## config.mk

```make
export PLATFORM = sky130hd
export DESIGN_NAME = touch_detect_baseline_hysteresis
export DESIGN_NICKNAME = d
export VERILOG_FILES = /design/src/rtl/tdb_pkg.sv /design/src/rtl/touch_detect_baseline_hysteresis.sv /design/src/rtl/tdb_cell.sv
export VERILOG_INCLUDE_DIRS = /design/src /design/src/rtl
export SDC_FILE = /design/constraint.sdc
export NUM_CORES = 1
export LEC_CHECK = 0
export ABC_AREA = 1
export BUFFER_PORTS_ARGS = -buffer_cell sky130_fd_sc_hd__buf_2
export CAP_MARGIN = 25
export CORE_UTILIZATION = 60
export DETAILED_ROUTE_END_ITERATION = 12
export GPL_TIMING_DRIVEN = 1
export PLACE_DENSITY_LB_ADDON = 0.12
export SYNTH_ARGS = -nofsm -noshare
export SYNTH_HDL_FRONTEND = slang
export SYNTH_SLANG_ARGS = --single-unit
```

## constraint.sdc

```tcl
create_clock -name clk -period 5.4 [get_ports clk]
set_clock_uncertainty 0.1 [all_clocks]
set_input_delay 0.81 -clock clk [delete_from_list [all_inputs] [get_ports clk]]
set_output_delay 0.81 -clock clk [all_outputs]
set_load 0.03 [all_outputs]
```

## src/rtl/touch_detect_baseline_hysteresis_assert.svh

```systemverilog
// ----------------------------------------------------------------------------
// Assertion macros for the touch detector
// Concurrent checks that can be compiled out with NO_ASSERTIONS.
// ----------------------------------------------------------------------------
`ifndef TOUCH_DETECT_BASELINE_HYSTERESIS_ASSERT_SVH
`define TOUCH_DETECT_BASELINE_HYSTERESIS_ASSERT_SVH

`ifndef NO_ASSERTIONS
// Checked only while out of reset.
`define TDB_ASSERT(lbl, clk_s, rstn_s, prop) \
	lbl: assert property (@(posedge clk_s) disable iff (!rstn_s) prop) \
		else $error("touch detector check failed");
// Checked at every edge, reset included.
`define TDB_ASSERT_ALWAYS(lbl, clk_s, prop) \
	lbl: assert property (@(posedge clk_s) prop) \
		else $error("touch detector check failed");
`else
`define TDB_ASSERT(lbl, clk_s, rstn_s, prop)
`define TDB_ASSERT_ALWAYS(lbl, clk_s, prop)
`endif

`endif

```

## src/rtl/tdb_pkg.sv

```systemverilog
// ----------------------------------------------------------------------------
// Touch detector package
// Shared widths, state codes, register indexes and reset values.
// ----------------------------------------------------------------------------
`timescale 1ns / 1ps
`default_nettype none

package tdb_pkg;

	localparam int SAMPLE_W         = 8;
	localparam int WINDOW_DEPTH_DEF = 8;

	typedef enum logic [1:0] {
		ST_NOT_INSTALLED = 2'd0,
		ST_DIED          = 2'd1,
		ST_TOUCHED       = 2'd2,
		ST_UNTOUCHED     = 2'd3
	} tdb_state_t;

	typedef enum logic [1:0] {
		REG_START_STATE = 2'd0,
		REG_ON_FACTOR   = 2'd1,
		REG_OFF_FACTOR  = 2'd2,
		REG_FAULT_CODE  = 2'd3
	} tdb_reg_t;

	localparam logic [4:0]          ON_FACTOR_RST  = 5'd10;
	localparam logic [4:0]          OFF_FACTOR_RST = 5'd5;
	localparam logic [SAMPLE_W-1:0] FAULT_CODE_RST = 8'd254;

endpackage

`default_nettype wire

```

## src/rtl/touch_detect_baseline_hysteresis.sv

```systemverilog
// ----------------------------------------------------------------------------
// Touch detector with baseline and hysteresis
// One sensor channel: window of untouched samples, baseline, touch state.
// ----------------------------------------------------------------------------
// Usage:
//   Input stream s_axis: tuser is the mode (0 process sample, 1 restart with
//   start_state), tdata is the 8-bit sample. Every transfer produces exactly
//   one result on m_axis: tdata[1:0] is the channel state, tdata[9:2] the
//   baseline that was in force before the sample was applied.
//   m_axis_tvalid is set in the cycle after the input transfer. One item is
//   taken every cycle while the receiver does not stall; the step needs no
//   divider because the window average is kept as a running quotient and
//   remainder, updated with two small division tables. The window itself
//   is a row of WINDOW_DEPTH cells that shift by one on every push.
//   When the receiver stalls, the result waits in the output register and
//   s_axis_tready drops until it is taken; it stays high while the result
//   is taken in the same cycle.
//   Reset clears the window, the baseline sum and the state (not installed)
//   and loads the register defaults. Registers sit on the APB port at
//   0x0 start_state, 0x4 on_factor, 0x8 off_factor, 0xC fault_code.
// ----------------------------------------------------------------------------
`timescale 1ns / 1ps
`default_nettype none

`include "touch_detect_baseline_hysteresis_assert.svh"

module touch_detect_baseline_hysteresis
	import tdb_pkg::*;
#(
	parameter int WINDOW_DEPTH = WINDOW_DEPTH_DEF
) (
	input  wire logic        clk,
	input  wire logic        arst_n,
	// input stream
	input  wire logic        s_axis_tvalid,
	output logic             s_axis_tready,
	input  wire logic [7:0]  s_axis_tdata,  // [7:0] sample
	input  wire logic        s_axis_tuser,  // [0] mode
	// result stream
	output logic             m_axis_tvalid,
	input  wire logic        m_axis_tready,
	output logic      [15:0] m_axis_tdata,  // [1:0] channel_state, [9:2] baseline, [15:10] zero
	// configuration
	input  wire logic        psel,
	input  wire logic        penable,
	input  wire logic        pwrite,
	input  wire logic [3:0]  paddr,
	input  wire logic [31:0] pwdata,
	output logic      [31:0] prdata,
	output logic             pready
);

	localparam int RW   = (WINDOW_DEPTH > 1) ? $clog2(WINDOW_DEPTH) : 1;
	localparam int TABN = 1 << SAMPLE_W;
	localparam logic signed [RW+1:0] DepthS = (RW+2)'(WINDOW_DEPTH);

	typedef logic [SAMPLE_W-1:0] qtab_t [TABN];
	typedef logic [RW-1:0]       rtab_t [TABN];

	function automatic qtab_t build_qtab();
		qtab_t t;
		for (int i = 0; i < TABN; i++) begin
			t[i] = SAMPLE_W'(i / WINDOW_DEPTH);
		end
		return t;
	endfunction

	function automatic rtab_t build_rtab();
		rtab_t t;
		for (int i = 0; i < TABN; i++) begin
			t[i] = RW'(i % WINDOW_DEPTH);
		end
		return t;
	endfunction

	localparam qtab_t QuotTab = build_qtab();
	localparam rtab_t RemTab  = build_rtab();

	// Configuration registers
	tdb_state_t          start_state_q;
	logic [4:0]          on_factor_q;
	logic [4:0]          off_factor_q;
	logic [SAMPLE_W-1:0] fault_code_q;

	tdb_reg_t reg_idx;
	logic     cfg_wr;

	assign reg_idx = tdb_reg_t'(paddr[3:2]);
	assign cfg_wr  = psel && penable && pwrite;
	assign pready  = 1'b1;

	always_ff @(posedge clk or negedge arst_n) begin
		if (!arst_n) begin
			start_state_q <= ST_UNTOUCHED;
			on_factor_q   <= ON_FACTOR_RST;
			off_factor_q  <= OFF_FACTOR_RST;
			fault_code_q  <= FAULT_CODE_RST;
		end else if (cfg_wr) begin
			unique case (reg_idx)
				REG_START_STATE: start_state_q <= tdb_state_t'(pwdata[1:0]);
				REG_ON_FACTOR:   on_factor_q   <= pwdata[4:0];
				REG_OFF_FACTOR:  off_factor_q  <= pwdata[4:0];
				REG_FAULT_CODE:  fault_code_q  <= pwdata[SAMPLE_W-1:0];
				default:         ;
			endcase
		end
	end

	always_comb begin
		unique case (reg_idx)
			REG_START_STATE: prdata = {30'd0, start_state_q};
			REG_ON_FACTOR:   prdata = {27'd0, on_factor_q};
			REG_OFF_FACTOR:  prdata = {27'd0, off_factor_q};
			REG_FAULT_CODE:  prdata = {24'd0, fault_code_q};
			default:         prdata = '0;
		endcase
	end

	// Window: cell 0 holds the oldest sample, new samples enter at the top.
	logic [SAMPLE_W-1:0] cell_out [WINDOW_DEPTH];
	logic                push;

	genvar gi;
	generate
		for (gi = 0; gi < WINDOW_DEPTH; gi++) begin : g_cell
			logic [SAMPLE_W-1:0] cell_in;
			if (gi == WINDOW_DEPTH - 1) begin : g_top
				assign cell_in = s_axis_tdata;
			end else begin : g_mid
				assign cell_in = cell_out[gi+1];
			end
			tdb_cell u_cell (
				.clk    (clk),
				.arst_n (arst_n),
				.shift  (push),
				.din    (cell_in),
				.dout   (cell_out[gi])
			);
		end
	endgenerate

	// Window sum held as quotient and remainder by the window depth.
	logic [SAMPLE_W-1:0] quot_q;
	logic [RW-1:0]       rem_q;
	tdb_state_t          state_q;

	logic                in_xfer;
	logic [SAMPLE_W-1:0] base;
	logic [12:0]         thr_on;
	logic [12:0]         thr_off;
	tdb_state_t          state_nxt;
	tdb_state_t          mid_state;
	logic [SAMPLE_W-1:0] sample;

	logic signed [RW+1:0]       rem_sum;
	logic signed [SAMPLE_W+1:0] quot_sum;
	logic [RW-1:0]              rem_nxt;
	logic [SAMPLE_W-1:0]        quot_nxt;
	logic signed [SAMPLE_W+1:0] carry;

	logic                out_valid_q;
	tdb_state_t          res_state_q;
	logic [SAMPLE_W-1:0] res_base_q;

	assign s_axis_tready = !out_valid_q || m_axis_tready;
	assign in_xfer       = s_axis_tvalid && s_axis_tready;
	assign sample        = s_axis_tdata;

	assign base    = (quot_q == '0) ? SAMPLE_W'(1) : quot_q;
	assign thr_on  = 13'(base) * 13'(on_factor_q);
	assign thr_off = 13'(base) * 13'(off_factor_q);

	always_comb begin
		state_nxt = state_q;
		mid_state = state_q;
		push      = 1'b0;
		if (s_axis_tuser) begin
			state_nxt = start_state_q;
		end else if (state_q != ST_NOT_INSTALLED) begin
			if (sample == fault_code_q) begin
				state_nxt = ST_DIED;
			end else begin
				// Both hysteresis tests run in turn, so one sample may set and
				// release the touch in the same step.
				if (state_q == ST_UNTOUCHED && 13'(sample) > thr_on) begin
					mid_state = ST_TOUCHED;
				end
				state_nxt = mid_state;
				if (mid_state == ST_TOUCHED && 13'(sample) < thr_off) begin
					state_nxt = ST_UNTOUCHED;
				end
				push = in_xfer && (state_nxt == ST_UNTOUCHED);
			end
		end
	end

	// Remainders from the tables land between minus and twice the depth, so
	// one correction step keeps the pair normalized.
	always_comb begin
		rem_sum = $signed({2'b00, rem_q}) + $signed({2'b00, RemTab[sample]})
			- $signed({2'b00, RemTab[cell_out[0]]});
		carry   = '0;
		rem_nxt = rem_sum[RW-1:0];
		if (rem_sum < 0) begin
			rem_nxt = RW'(rem_sum + DepthS);
			carry   = -(SAMPLE_W+2)'(1);
		end else if (rem_sum >= DepthS) begin
			rem_nxt = RW'(rem_sum - DepthS);
			carry   = (SAMPLE_W+2)'(1);
		end
		quot_sum = $signed({2'b00, quot_q}) + $signed({2'b00, QuotTab[sample]})
			- $signed({2'b00, QuotTab[cell_out[0]]}) + carry;
		quot_nxt = quot_sum[SAMPLE_W-1:0];
	end

	always_ff @(posedge clk or negedge arst_n) begin
		if (!arst_n) begin
			quot_q  <= '0;
			rem_q   <= '0;
			state_q <= ST_NOT_INSTALLED;
		end else if (in_xfer) begin
			state_q <= state_nxt;
			if (push) begin
				quot_q <= quot_nxt;
				rem_q  <= rem_nxt;
			end
		end
	end

	always_ff @(posedge clk or negedge arst_n) begin
		if (!arst_n) begin
			out_valid_q <= 1'b0;
		end else if (in_xfer) begin
			out_valid_q <= 1'b1;
		end else if (m_axis_tready) begin
			out_valid_q <= 1'b0;
		end
	end

	always_ff @(posedge clk) begin
		if (in_xfer) begin
			res_state_q <= state_nxt;
			res_base_q  <= base;
		end
	end

	assign m_axis_tvalid = out_valid_q;
	assign m_axis_tdata  = {6'd0, res_base_q, res_state_q};

	`TDB_ASSERT(a_died_sticky, clk, arst_n, (state_q == ST_DIED && !(in_xfer && s_axis_tuser)) |=> (state_q == ST_DIED))
	`TDB_ASSERT(a_base_nonzero, clk, arst_n, m_axis_tvalid |-> (m_axis_tdata[9:2] != 8'd0))
	`TDB_ASSERT(a_sum_idle, clk, arst_n, !in_xfer |=> ($stable(quot_q) && $stable(rem_q)))
	`TDB_ASSERT_ALWAYS(a_rem_range, clk, (32'(rem_q) < WINDOW_DEPTH))

endmodule

`default_nettype wire

```

## src/rtl/tdb_cell.sv

```systemverilog
// ----------------------------------------------------------------------------
// Window cell
// One untouched-window sample; on a push takes its neighbor's or the new one.
// ----------------------------------------------------------------------------
`timescale 1ns / 1ps
`default_nettype none

module tdb_cell
	import tdb_pkg::*;
(
	input  wire logic                clk,
	input  wire logic                arst_n,
	input  wire logic                shift,
	input  wire logic [SAMPLE_W-1:0] din,
	output logic      [SAMPLE_W-1:0] dout
);

	logic [SAMPLE_W-1:0] sample_q;

	always_ff @(posedge clk or negedge arst_n) begin
		if (!arst_n) begin
			sample_q <= '0;
		end else if (shift) begin
			sample_q <= din;
		end
	end

	assign dout = sample_q;

endmodule

`default_nettype wire

```

* After elaboration in Yosys (flattened, before gate mapping)
Memories as Yosys holds them, arrays and structs flattened.
Index checks and enable logic that the tools add are counted.
** Word-level totals
- Memories kept :: 4
- Flip-flop bits (word level) :: 108
- Bits in read-only memories :: 5632
- Word-level logic and storage cells :: 93
** Cells by class
- Magnitude comparators :: 6
- Mux-type cells :: 30
- Add/sub/neg operators :: 7
- Bitwise gates (word level) :: 2
- $mul :: 2
- Reduce and logical (&&, ||, !) cells :: 17
- Equality and inequality tests :: 7
** Memory list
- (no name shown) :: depth 256, bits a word 8, rd ports 1, clocked after Yosys merged registers in 0, wr ports 0, RTL line touch_detect_baseline_hysteresis.sv:212 : - $signed({2'b00, QuotTab[cell_out[0]]}) + carry;
- (no name shown) :: depth 256, bits a word 8, rd ports 1, clocked after Yosys merged registers in 0, wr ports 0, RTL line touch_detect_baseline_hysteresis.sv:211 : quot_sum = $signed({2'b00, quot_q}) + $signed({2'b00, QuotTab[sample]})
- (no name shown) :: depth 256, bits a word 3, rd ports 1, clocked after Yosys merged registers in 0, wr ports 0, RTL line touch_detect_baseline_hysteresis.sv:201 : - $signed({2'b00, RemTab[cell_out[0]]});
- (no name shown) :: depth 256, bits a word 3, rd ports 1, clocked after Yosys merged registers in 0, wr ports 0, RTL line touch_detect_baseline_hysteresis.sv:200 : rem_sum = $signed({2'b00, rem_q}) + $signed({2'b00, RemTab[sample]})
** Operator list (count)
- case mux 32 bit (4 select lines) :: 1
- 2-to-1 mux 8 bit :: 6
- multiplier 8 x 5 -> 13 bit :: 2
- 2-to-1 mux 2 bit :: 11
- greater-or-equal comparator 9 bit, second input constant :: 2
- 2-to-1 mux 3 bit :: 6
- inverter 8 -> 9 bit :: 2
- adder 8 bit :: 2
- greater-than comparator 8 x 13 -> 1 bit :: 1
- less-than comparator 8 x 13 -> 1 bit :: 1
- equality test 2 bit, second input constant :: 5
- AND reduction 2 bit :: 5
- equality test 8 bit :: 1
- logical NOT 8 bit :: 1
- subtractor 8 bit :: 1
- logical AND 1 bit :: 6
- 2-to-1 mux 1 bit :: 6
- greater-or-equal comparator 5 bit, second input constant :: 1
- less-than comparator 5 x 1 -> 1 bit, second input constant :: 1
- subtractor 4 x 3 -> 5 bit :: 1
- adder 3 x 3 -> 4 bit :: 1
- nonzero test 2 bit :: 2
- adder 3 x 1 -> 3 bit, second input constant :: 1
- subtractor 3 x 1 -> 3 bit, second input constant :: 1
- other kinds (4) :: 4

* Depth between registers and ports, before layout
- Depth after elaboration :: 21
- Mapped depth :: 31
- Gate-level depth less buffers :: 30

* Modules after synthesis
From an unflattened synthesis, not the netlist that was laid out.
** Second synthesis, totals
- Cell total of the unflattened synthesis :: 1125
- Area, all modules :: 8669.6 sq um
** By module, submodules not included
- touch_detect_baseline_hysteresis :: area each 6227.2 sq um, cells an instance 853, instances 1
- tdb_cell :: area each 305.3 sq um, cells an instance 34, instances 8

* Worst setup path before layout
No wires, ideal clock.
- Path kind :: register -> register
- Start point :: register quot_q[7]
- End point :: register g_cell[0].u_cell.sample_q[7]
- Slack :: 605 ps
- Library setup time :: 116 ps
- Data arrival time :: 4579 ps
- Cell stages (with the launch flop) :: 26
- Data required time :: 5184 ps
- Clock period less this slack :: 4795 ps
- Path through :: dfrtp_1 -> nand3b_1 -> o21bai_2 -> nand2_1 -> fa_1 -> fa_1 -> fa_1 -> inv_1 -> ha_1 -> buf_2 -> a21oi_1 -> o21bai_1 -> a21oi_1 -> xor2_1 -> ha_1 -> a21boi_0 -> o211ai_1 -> nand2_1 -> nand2_1 -> nand2_1 -> nand2_2 -> nand2_4 -> buf_6 -> buf_12 -> nand2_2 -> nand2_1
** On the way
- Cells in the longest elaborated chain, start to end :: 20
- Elaborated cells on any way between the ends :: 22
- Those cells by class :: mul (2); order compare (2); eq/ne (2); mux (12); reduce/logical (4)
** Ends and longest elaborated chain
- from (decl) :: RTL line touch_detect_baseline_hysteresis.sv:143 : logic [SAMPLE_W-1:0] quot_q;
- from (signal assigned) :: RTL line touch_detect_baseline_hysteresis.sv:224 : quot_q <= quot_nxt;
- logical NOT 8 bit (*) :: RTL line touch_detect_baseline_hysteresis.sv:169 : assign base = (quot_q == '0) ? SAMPLE_W'(1) : quot_q;
- 2-to-1 mux 8 bit (*) :: RTL line touch_detect_baseline_hysteresis.sv:169
- via base[0] :: RTL line touch_detect_baseline_hysteresis.sv:148 : logic [SAMPLE_W-1:0] base;
- multiplier 8 x 5 -> 13 bit :: RTL line touch_detect_baseline_hysteresis.sv:170 : assign thr_on = 13'(base) * 13'(on_factor_q);
- greater-than comparator 8 x 13 -> 1 bit :: RTL line touch_detect_baseline_hysteresis.sv:185 : if (state_q == ST_UNTOUCHED && 13'(sample) > thr_on) begin
- logical AND 1 bit :: RTL line touch_detect_baseline_hysteresis.sv:185
- 2-to-1 mux 2 bit :: RTL line touch_detect_baseline_hysteresis.sv:185
- 2-to-1 mux 2 bit :: RTL line touch_detect_baseline_hysteresis.sv:180 : if (sample == fault_code_q) begin
- (+5 left out)
- 2-to-1 mux 2 bit (*) :: RTL line touch_detect_baseline_hysteresis.sv:180
- 2-to-1 mux 2 bit (*) :: RTL line touch_detect_baseline_hysteresis.sv:179 : end else if (state_q != ST_NOT_INSTALLED) begin
- 2-to-1 mux 2 bit (*) :: RTL line touch_detect_baseline_hysteresis.sv:177 : if (s_axis_tuser) begin
- equality test 2 bit (*) :: RTL line touch_detect_baseline_hysteresis.sv:192 : push = in_xfer && (state_nxt == ST_UNTOUCHED);
- logical AND 1 bit (*) :: RTL line touch_detect_baseline_hysteresis.sv:192
- 2-to-1 mux 1 bit (*) :: RTL line touch_detect_baseline_hysteresis.sv:180
- 2-to-1 mux 1 bit (*) :: RTL line touch_detect_baseline_hysteresis.sv:179
- 2-to-1 mux 1 bit (*) :: RTL line touch_detect_baseline_hysteresis.sv:177
- to (signal assigned) :: RTL line tdb_cell.sv:24 : sample_q <= din;
- to (decl) :: RTL line tdb_cell.sv:18 : logic [SAMPLE_W-1:0] sample_q;
Mark *: on every way through the listed nets, which the timed path passes. The rest lies on a longest branch. The select of a mux whose other input is x is not followed.
A chain may end at the register's enable or synchronous reset.

* Final worst setup path
- Start point :: register quot_q[1]
- End point :: register g_cell[7].u_cell.sample_q[6]
** On the way
- Cells in the longest elaborated chain, start to end :: 20
- Elaborated cells on any way between the ends :: 22
- Those cells by class :: mul (2); order compare (2); eq/ne (2); mux (12); reduce/logical (4)
** Ends and longest elaborated chain (RTL line)
- logical NOT 8 bit (*) :: touch_detect_baseline_hysteresis.sv:169
- 2-to-1 mux 8 bit (*) :: touch_detect_baseline_hysteresis.sv:169
- via base[0] :: touch_detect_baseline_hysteresis.sv:148
- multiplier 8 x 5 -> 13 bit :: touch_detect_baseline_hysteresis.sv:170
- greater-than comparator 8 x 13 -> 1 bit :: touch_detect_baseline_hysteresis.sv:185
- logical AND 1 bit :: touch_detect_baseline_hysteresis.sv:185
- 2-to-1 mux 2 bit :: touch_detect_baseline_hysteresis.sv:185
- 2-to-1 mux 2 bit :: touch_detect_baseline_hysteresis.sv:180
- (+5 left out)
- 2-to-1 mux 2 bit (*) :: touch_detect_baseline_hysteresis.sv:180
- 2-to-1 mux 2 bit (*) :: touch_detect_baseline_hysteresis.sv:179
- 2-to-1 mux 2 bit (*) :: touch_detect_baseline_hysteresis.sv:177
- equality test 2 bit (*) :: touch_detect_baseline_hysteresis.sv:192
- logical AND 1 bit (*) :: touch_detect_baseline_hysteresis.sv:192
- 2-to-1 mux 1 bit (*) :: touch_detect_baseline_hysteresis.sv:180
- 2-to-1 mux 1 bit (*) :: touch_detect_baseline_hysteresis.sv:179
- 2-to-1 mux 1 bit (*) :: touch_detect_baseline_hysteresis.sv:177
- to (signal assigned) :: tdb_cell.sv:24
- to (decl) :: tdb_cell.sv:18
Marked as above.

==> flow_summary.toml <==
[status]
outcome = "complete, no violations"

[routing]
dr.pass1.iters = 5
dr.first_iter.drc_count = 471
viasPerCell = 5.07
routedWlPerCell_um = 13.5
wl_um = 18100
dr_total_vias = 6777
remaining_drc_errors = 0
postRouteAntennaNets = 0

[placement]
dpl_worst_slack_ns = 0.0902
place.gp.congestion = 0.900
post-place-cells = 1314
io_buffers = 45
dp_hpwl_um = 13100

[hold_path]
hold_path.class = "flop to flop"

[clock_tree]
cts_buffers = 9
cts_sinks = 108
insertion_delay_ns = 0.36
cts_root_buf = "clkbuf_16"
tritoncts = "yes"
hold_buffers = 0
cts.path.max_buffers = 2
clk_pin_slew_ns = 0.08
cts_max_level = 3

[worst_setup_path]
arrival_ns = 5.29
worst-setup-path-type = "flop to flop"
required_ns = 5.58
start_kind = "flop"
end_kind = "flop"
path_max_fanout = 21

[yosys]
synth.avg_cell_area_um2 = 7.65
synth-compound-area-share = 0.0546
synth-adder-area-share = 0.221
syn_inst = 1112
synth_area_um2 = 8510
synth.mux.area_fraction = 0
yosys_register_bits = 108
synth_xor_area_frac = 0.0237
synth_top_family_by_area = "simple AND/OR/NAND/NOR gates"
ys_seq_area_frac = 0.325
yosysWarnings = 0
ys_types = 38
synth-simple-area-share = 0.230

[timing]
fin_ws_ns = 0.288
slew_headroom = 0.514
min_period_ns = 5.11
fin_crit_sh = 0.947
final-setup-viol-count = 0
finalHoldViolations = 0
worst_pin_slew_ns = 0.729
fmax_mhz = 196
drv_slew = 0

[floorplan]
design.portCount = 103
dieArea_um2 = 14700
start_util = 0.613
num_rows = 43
core_um2 = 13900
die_width_um = 121
die-height_um = 121

[final_layout]
stdcell_count = 1338
finalNetCount = 1326
seq_area_um2 = 2770
fill_cells = 1188
syn2layout_area_growth_pct = 10.3
drive_above_1_share = 0.122
fin_util = 0.676
antennaDiodeCount = 0
multi_input_area_um2 = 4720

[power]
vdd_drop_max_v = 0.000302
powerDensity_nw_per_um2 = 551
leakagePower_nw = 5.38

[global_route]
grt_pass1_wl_um = 29600
antenna_found_initial = 0
overflow = 0
grtUsageTotal = 0.260
grt_pass1_vias = 6245
grt_max_degree = 57

[flow_run]
max_cap_violations = 0
power breakdown:
group / switching [W] / internal [W] / total, W
Combinational: 0.00187 / 0.00130 / 0.00317
Sequential: 0.000191 / 0.00112 / 0.00131
Clock: 0.000321 / 0.000371 / 0.000692
layout by cell type (no fill, tap or decap), drive strengths merged, types with 9 or more instances in the layout:
cell,synthesis,routed
nand2,402,402
inv,209,211
dfrtp,85,85
ha,72,72
buf,48,70
o21ai,51,51
fa,49,49
nor2,45,45
conb,2,31
nand3,27,27
a21oi,22,22
clkbuf,25,14
xnor2,13,13
dfstp,13,13
xor2,10,10
edfxtp,10,10
nand4,9,9
metal layers:
layer	vias to the layer above	share of wire	track usage
li1	3370	-	-
met1	3196	0.47	0.371
met2	180	0.46	0.408
met3	31	0.044	0.0381
met4	0	0.022	0.0895
met5	-	0	0
final cells by class:
| type | count | share of cell area |
|---|---|---|
| inverter | 209 | 0.0853 |
| timing repair buffer | 74 | 0.0605 |
| clock buffer | 10 | 0.0244 |
| multi-input combinational | 751 | 0.502 |
| tap | 180 | 0.0240 |
| clock inverter | 6 | 0.00840 |
| sequential | 108 | 0.295 |
cell families (layout without fill, tap and decap cells):
group                      count (synthesis)  in the layout
AOI/OAI and AO/OA                         85             85
xor gates and xnor gates                  23             23
adders and majority gates                121            121
buffers and inverters                    282            299
DFF                                      108            108
other                                      2             31
and+or+nand+nor                          491            491
critical path, stage by stage (launching register included):
cell,delay [ns]
dfrtp_1,0.40
inv_2,0.06
nand4_1,0.15
o21bai_4,0.30
buf_6,0.15
clkinvlp_4,0.14
nor2_2,0.16
ha_2,0.17
inv_1,0.05
fa_1,0.48
fa_1,0.50
inv_1,0.06
ha_4,0.26
a21oi_2,0.16
o21bai_1,0.10
a21oi_1,0.15
xor2_1,0.18
ha_1,0.26
a21boi_2,0.16
o211ai_1,0.15
nand2_1,0.09
nand2_2,0.11
nand2_2,0.08
nand2_4,0.09
nand2_8,0.10
clkbuf_16,0.23
o21ai_0,0.17
per-stage QoR:
step / area, um2 / hold WS [ns] / setup TNS, ns / total power [W]
final: 9390 / 0.370 / 0 / 0.00517
after global placement: 8820 / 0.348 / 0 / 0.00422
after CTS: 9130 / 0.369 / 0 / 0.00503
after global routing: 9390 / 0.396 / -0.0607 / 0.00574
after floorplan: 8620 / 0.342 / 0 / 0.00364
after detailed placement: 8820 / 0.354 / 0 / 0.00431
synthesized netlist by cell type:
cell type / instances / area [um2]
nand2_1: 390 / 1460
inv_1: 207 / 777
dfrtp_1: 85 / 2130
ha_1: 72 / 901
fa_1: 49 / 981
nor2_1: 45 / 169
o21ai_0: 43 / 215
buf_4: 33 / 248
nand3_1: 27 / 135
clkbuf_1: 25 / 93.8
a21oi_1: 22 / 110
dfstp_2: 13 / 342
xnor2_1: 13 / 114
buf_2: 12 / 60.1
nand2_2: 11 / 68.8
edfxtp_1: 10 / 300
xor2_1: 10 / 87.6
nand4_1: 9 / 56.3
o21ai_1: 8 / 40.0
nand3b_1: 3 / 22.5
nor3_1: 3 / 15.0
buf_6: 2 / 22.5
conb_1: 2 / 7.51
o2111ai_1: 2 / 17.5
o21bai_1: 2 / 15.0
o221ai_1: 2 / 17.5
a211oi_1: 1 / 7.51
a21boi_0: 1 / 7.51
a31oi_1: 1 / 6.26
and3_1: 1 / 6.26
buf_12: 1 / 20.0
inv_2: 1 / 3.75
inv_4: 1 / 6.26
nand2_4: 1 / 11.3
nor4_1: 1 / 6.26
o211ai_1: 1 / 7.51
o21bai_2: 1 / 11.3
o31a_1: 1 / 8.76
timing repair:
item	CTS	global route
resized for setup	0	38
setup buffers	0	4
setup endpoints to repair	0	77
path summary, 6_finish.rpt:
path	cells past startpoint	slack [ns]	end	start
worst min register to register	2	0.37	g_cell[6].u_cell.dout[2]$_DFFE_PN0P_	g_cell[7].u_cell.dout[2]$_DFFE_PN0P_
min in group asynchronous	1	0.41	g_cell[2].u_cell.dout[2]$_DFFE_PN0P_	arst_n
worst max-delay path	26	0.29	g_cell[7].u_cell.dout[6]$_DFFE_PN0P_	quot_q[1]$_DFFE_PN0P_
worst max register to register	26	0.29	g_cell[7].u_cell.dout[6]$_DFFE_PN0P_	quot_q[1]$_DFFE_PN0P_
max in group asynchronous	2	3.80	fault_code_q[7]$_DFFE_PN1P_	arst_n
worst min-delay path	2	0.37	g_cell[6].u_cell.dout[2]$_DFFE_PN0P_	g_cell[7].u_cell.dout[2]$_DFFE_PN0P_
state kept, by name, summed over array words and instances (netlist names):
register and cells:
res_base_q 8, rem_q 3, off_factor_q 5, on_factor_q 5
fault_code_q 8, start_state_q 2, g_cell.u_cell.dout 64, m_axis_tvalid 1
quot_q 8, res_state_q 2, state_q 2
Power figures use the tool's default switching activity.
